$ cat config.mk
export PLATFORM = sky130hd
export DESIGN_NAME = lgrr_decide
export DESIGN_NICKNAME = d
export VERILOG_FILES = /design/src/sv/lock_grant_revoke_retry_macros.svh /design/src/sv/lgrr_pkg.sv /design/src/sv/lgrr_decide.sv
export SDC_FILE = /design/constraint.sdc
export NUM_CORES = 1
export LEC_CHECK = 0
export BUFFER_PORTS_ARGS = -buffer_cell sky130_fd_sc_hd__buf_2
export CORE_AREA = 2 2 65 67
export DETAILED_ROUTE_END_ITERATION = 10
export DIE_AREA = 0 0 67 69
export PLACE_DENSITY = 0.61
export SLEW_MARGIN = 20
export SYNTH_ARGS = -nofsm -noshare
export SYNTH_HDL_FRONTEND = slang
export SYNTH_SLANG_ARGS = --single-unit
$ cat constraint.sdc
create_clock -name vclk -period 2.6
set_input_delay 0.26 -clock vclk [all_inputs]
set_output_delay 0.26 -clock vclk [all_outputs]
set_load 0.01 [all_outputs]
$ cat src/sv/lock_grant_revoke_retry_macros.svh
// Assertion macros used by the lock server top level.
`ifndef LOCK_GRANT_REVOKE_RETRY_MACROS_SVH
`define LOCK_GRANT_REVOKE_RETRY_MACROS_SVH

// Plain property, sampled on clk, off while reset is asserted.
`define LGRR_ASSERT(label, prop, msg) \
    label: assert property (@(posedge clk) disable iff (!rst_n) (prop)) else $error(msg);

// Same-cycle implication, sampled on clk, off while reset is asserted.
`define LGRR_IMPLY(label, ante, cons, msg) \
    label: assert property (@(posedge clk) disable iff (!rst_n) (ante) |-> (cons)) \
        else $error(msg);

`endif

$ cat src/sv/lgrr_pkg.sv
// Types, sizes and codes shared by the lock server modules.
package lgrr_pkg;

    localparam int LOCK_COUNT  = 256;
    localparam int CLIENT_BITS = 8;
    localparam int WAIT_DEPTH  = 8;

    localparam int LOCK_AW = (LOCK_COUNT > 1) ? $clog2(LOCK_COUNT) : 1;
    localparam int HEAD_W  = (WAIT_DEPTH > 1) ? $clog2(WAIT_DEPTH) : 1;
    localparam int COUNT_W = $clog2(WAIT_DEPTH + 1);
    localparam int WADDR_W = $clog2(LOCK_COUNT * WAIT_DEPTH);

    typedef enum logic [1:0] {
        MODE_FREE,
        MODE_LOCKED,
        MODE_REVOKING,
        MODE_RETRYING
    } mode_t;

    typedef enum logic [1:0] {
        STATUS_OK,
        STATUS_RETRY,
        STATUS_FULL
    } status_t;

    typedef enum logic [1:0] {
        NOTICE_NONE,
        NOTICE_REVOKE,
        NOTICE_RETRY
    } notice_t;

    localparam logic CMD_ACQUIRE = 1'b0;
    localparam logic CMD_RELEASE = 1'b1;

    typedef struct packed {
        mode_t                  mode;
        logic [CLIENT_BITS-1:0] owner;
        logic [CLIENT_BITS-1:0] invited;
        logic [HEAD_W-1:0]      head;
        logic [COUNT_W-1:0]     count;
    } lock_entry_t;

    typedef struct packed {
        lock_entry_t            entry;
        logic                   wr_en;
        logic [HEAD_W-1:0]      wr_pos;
        status_t                status;
        notice_t                kind;
        logic [CLIENT_BITS-1:0] who;
    } decision_t;

endpackage

$ cat src/sv/lgrr_decide.sv
// Per-request grant / queue / release decision for one lock entry.
module lgrr_decide
    import lgrr_pkg::*;
(
    input  logic                   cmd,
    input  logic [CLIENT_BITS-1:0] client,
    input  lock_entry_t            entry,
    input  logic [CLIENT_BITS-1:0] first_waiter,
    output decision_t              dec
);

    logic                   grant;
    logic [HEAD_W-1:0]      head_inc;
    logic [COUNT_W:0]       tail_sum;
    logic [COUNT_W:0]       tail_pos;
    logic [COUNT_W-1:0]     cnt;

    always_comb
    begin
        grant = (entry.mode == MODE_FREE) ||
                ((entry.mode == MODE_RETRYING) && (entry.invited == client));

        if (entry.head == HEAD_W'(WAIT_DEPTH - 1))
            head_inc = '0;
        else
            head_inc = entry.head + HEAD_W'(1);

        // tail slot = (head + count) mod depth, sum stays below twice the depth
        tail_sum = (COUNT_W+1)'(entry.head) + (COUNT_W+1)'(entry.count);
        if (tail_sum >= (COUNT_W+1)'(WAIT_DEPTH))
            tail_pos = tail_sum - (COUNT_W+1)'(WAIT_DEPTH);
        else
            tail_pos = tail_sum;

        cnt        = entry.count;
        dec        = '0;
        dec.entry  = entry;
        dec.status = STATUS_OK;
        dec.kind   = NOTICE_NONE;
        dec.wr_pos = HEAD_W'(tail_pos);

        if (cmd == CMD_ACQUIRE)
        begin
            if (grant)
            begin
                // invited client leaves the queue on its grant
                if ((entry.mode != MODE_FREE) && (entry.count != '0))
                begin
                    dec.entry.head = head_inc;
                    cnt            = entry.count - COUNT_W'(1);
                end
                dec.entry.count = cnt;
                dec.entry.owner = client;
                dec.entry.mode  = MODE_LOCKED;
                if (cnt != '0)
                begin
                    dec.entry.mode = MODE_REVOKING;
                    dec.kind       = NOTICE_REVOKE;
                    dec.who        = client;
                end
            end
            else if (entry.count >= COUNT_W'(WAIT_DEPTH))
            begin
                dec.status = STATUS_FULL;
            end
            else
            begin
                dec.wr_en       = 1'b1;
                dec.entry.count = entry.count + COUNT_W'(1);
                dec.status      = STATUS_RETRY;
                if (entry.mode == MODE_LOCKED)
                begin
                    dec.entry.mode = MODE_REVOKING;
                    dec.kind       = NOTICE_REVOKE;
                    dec.who        = entry.owner;
                end
            end
        end
        else
        begin
            dec.entry.mode = MODE_FREE;
            if (entry.count != '0)
            begin
                dec.entry.mode    = MODE_RETRYING;
                dec.entry.invited = first_waiter;
                dec.kind          = NOTICE_RETRY;
                dec.who           = first_waiter;
            end
        end
    end

endmodule

==> Word-level counts from Yosys, hierarchy flattened <==
Index checks and enable logic that the tools add are counted.
{ "word_totals": {"regBits": 0, "elab_cells": 48} }
{ "classes": {"n_mux": 30, "add_sub_neg": 5, "n_lt_le_gt_ge": 2, "n_eq_ne": 4, "n_reduce_logical": 7} }
{ "ops": {"columns": ["operator", "n"], "rows": [
  ["8-bit 2-to-1 mux", 5],
  ["9-bit 2-to-1 mux", 4],
  ["10-bit 2-to-1 mux", 2],
  ["2-bit 2-to-1 mux", 9],
  ["4-bit 2-to-1 mux", 4],
  ["3-bit 2-to-1 mux", 4],
  ["8-bit equality test", 1],
  ["4-bit nonzero test", 2],
  ["3-bit by 4-bit adder with 5-bit output", 1],
  ["5-bit by 4-bit greater-or-equal comparator with 1-bit output, second input constant", 1],
  ["5-bit 2-to-1 mux", 1],
  ["4-bit by 1-bit adder with 4-bit output, second input constant", 1],
  ["4-bit greater-or-equal comparator, second input constant", 1],
  ["4-bit by 1-bit subtractor with 4-bit output, second input constant", 1],
  ["3-bit by 1-bit adder with 3-bit output, second input constant", 1],
  ["3-bit equality test, second input constant", 1],
  ["3-bit by 1-bit subtractor with 3-bit output, second input constant", 1],
  ["2-bit by 1-bit equality test with 1-bit output, second input constant", 1],
  ["2-bit equality test, second input constant", 1],
  ["1-bit logical AND", 2],
  ["2-bit logical NOT", 1],
  ["2-bit nonzero test", 1],
  ["1-bit logical OR", 1],
  ["1-bit 2-to-1 mux", 1]
]} }

==> Logic depth before layout (Yosys ltp) <==
{ "logic_depth": {"ltp_word": 9, "mapped_depth": 8, "ltp_nobuf": 7} }

==> Worst setup path before layout <==
Ideal clock, no wire load.
{ "synth_timing": {"path_type": "in2out", "from": "input port entry[9] (netlist bit)", "to": "output port dec[17] (netlist bit)", "arrival_time_ps": 1849, "required_ps": 2340, "slack_ps": 491, "n_path_buf": 1, "stages": 6, "path_cell_list": "xor2_1 or4_4 or3_1 buf_6 and3_1 o31a_1"} }
{ "synth_rtl": {"columns": ["item", "line_no", "rtl"], "rows": [
  ["start: declaration", "lgrr_decide.sv:7", "input lock_entry_t entry,"],
  ["end: declaration", "lgrr_decide.sv:9", "output decision_t dec"]
]} }

==> impl_metrics.yaml <==
clock_network:
  holdBufCountCts: 0
  post_cts_buffers: 0
  cts-resized-gates: 0
timing:
  tns_ps: 0
  fmax_mhz: 404
  fin_crit_sh_pct: 95.2
  grt_setup_unrepaired: "no"
  slew_violations: 0
  relSlewSlack_pct: 71.4
  hold_viol: 0
  min_period_ps: 2480
  tightest_slew_ps: 426
  setup_violations: 0
power:
  sequentialPowerShare_pct: 0
  swShare_pct: 52.2
  leakagePower_nw: 0.787
  p_per_area_nw_per_um2: 176
  power.share.combinational_pct: 100.0
  switchingPower_w: 0.000132
  clkPwrFrac_pct: 0
  vdd_ir_drop_max_v: 0.0000600
  internal_power_w: 0.000120
setup_path:
  worstPathMaxFanout: 8
  critPathKind: "input port to output port"
  max_stage_delay_ps: 550
  crit_path_cell_trace: "buf_2 -> xor2_1 -> or4_4 -> or3_1 -> or3_1 -> a22o_1 -> buf_2"
  cp.required_ps: 2340
  critPathCaptureType: "output port"
  cp-start-kind: "input port"
  crit_slowest_cell: "or4_4"
  worstPathArrival_ps: 2220
detailed_routing:
  drt_pass1_iterations: 4
  num_vias: 1295
  drc: 0
  drt_iter0_markers: 102
  wire_per_inst_um: 12.3
  ant_nets: 0
  routed_wl_um: 3170
  viasPerCell: 5.04
finish:
  n_antenna_cell: 0
  fin_nets: 257
  drive_above_1_share_pct: 46.4
  post-route-util_pct: 36.7
  syn_to_final_growth_pct: 53.5
  nClkBuffers: 0
  seqCellArea_um2: 0
  seq_cells: 0
logic_synthesis:
  yosys.area.top_type: "mux2_1"
  ys_top_cells_by_count: "and3_1, mux2_1, a21o_1, a221o_1"
  synth_warnings: 0
  synth_seq_area_share_pct: 0
  syn_area_um2: 935
  synth_area_leaders: "mux2_1, a221o_1, xnor2_1"
  synth_nets: 172
  netlist_instances: 124
  synth_cell_type_count: 41
  postSynthAreaPerCell_um2: 7.54
  synth_top_area_share_pct: 12.0
floorplan:
  die_h_um: 69
  row_count: 23
  pin_count: 83
  coreArea_um2: 3910
  start_util_pct: 23.9
  die-width_um: 67
  die_area_um2: 4620
grt:
  grt_pass1_wl_um: 5060
  antenna_found_initial: 0
  first_global_vias: 1167
  grt_max_degree: 15
  grt_overflow: 0
  grtUsageTotal_pct: 12.9
min_path:
  worstHoldPathType: "input port to output port"
placed_design:
  port_buffers: 83
  gp_congestion: 0.826
  dp_hpwl_um: 2680
job:
  maxCapViolations: 0
status:
  status: "completed"
[per-stage QoR]
| stage | cells | instance area (um2) | hold WS (ps) | power (W) | setup slack, ps |
|---|---|---|---|---|---|
| floorplan | 124 | 935 | 608 | 0.000140 | 491 |
| global placement | 257 | 1440 | 827 | 0.000254 | 136 |
| detailed placement | 257 | 1440 | 825 | 0.000254 | 126 |
| CTS | 257 | 1440 | 828 | 0.000255 | 122 |
| global route | 257 | 1440 | 839 | 0.000279 | 49.7 |
| finish | 257 | 1440 | 826 | 0.000252 | 124 |
[layout make-up]
| cell class | count | area (um2) |
|---|---|---|
| Inverter | 8 | 30.0 |
| Fill cell | 426 | 2480 |
| Multi-Input combinational cell | 108 | 867 |
| Tap cell | 50 | 62.6 |
| Timing Repair Buffer | 91 | 475 |
[path summary, 6_finish.rpt]
check,cells past startpoint,to,start
hold / removal,3,dec[26],entry[10]
setup / recovery,7,dec[19],entry[9]
[per-layer routing]
layer,global-route usage (%),routed length (um)
met5,0,0
met4,0,0
met3,0.979,228
met2,23.8,1570
met1,17.1,1370
[kinds of logic after synthesis]
group / count (synthesis) / synth area share, %
compound gates: 37 / 32.1
fa+ha+maj: 6 / 8.84
mux: 10 / 12.0
buf+inv: 16 / 7.90
simple gates: 44 / 28.8
xor+xnor: 11 / 10.3
[cell usage in the layout, fill, tap and decap left out, types with 3 or more instances in the layout]
| cell | instances |
|---|---|
| a21o_1 | 9 |
| a21oi_1 | 4 |
| a221o_1 | 9 |
| and2_1 | 3 |
| and3_1 | 10 |
| buf_2 | 83 |
| buf_4 | 8 |
| ha_1 | 5 |
| inv_1 | 8 |
| mux2_1 | 10 |
| nand2_1 | 6 |
| nor2_1 | 7 |
| o31ai_1 | 3 |
| or3_1 | 3 |
| xnor2_1 | 8 |
| xor2_1 | 3 |
[power by group through the flow]
stage | Combinational [W] | Clock [W] | Sequential (W)
floorplan | 0.000140 | 0 | 0
global placement | 0.000254 | 0 | 0
detailed placement | 0.000254 | 0 | 0
CTS | 0.000255 | 0 | 0
global route | 0.000279 | 0 | 0
finish | 0.000252 | 0 | 0
[worst max-delay path, delay by kind of cell]
| kind | cells | cell delay [ps] |
|---|---|---|
| simple gates | 3 | 1390 |
| compound gates | 1 | 170 |
| xor+xnor | 1 | 150 |
| buf+inv | 2 | 240 |
Power figures use the tool's default switching activity.
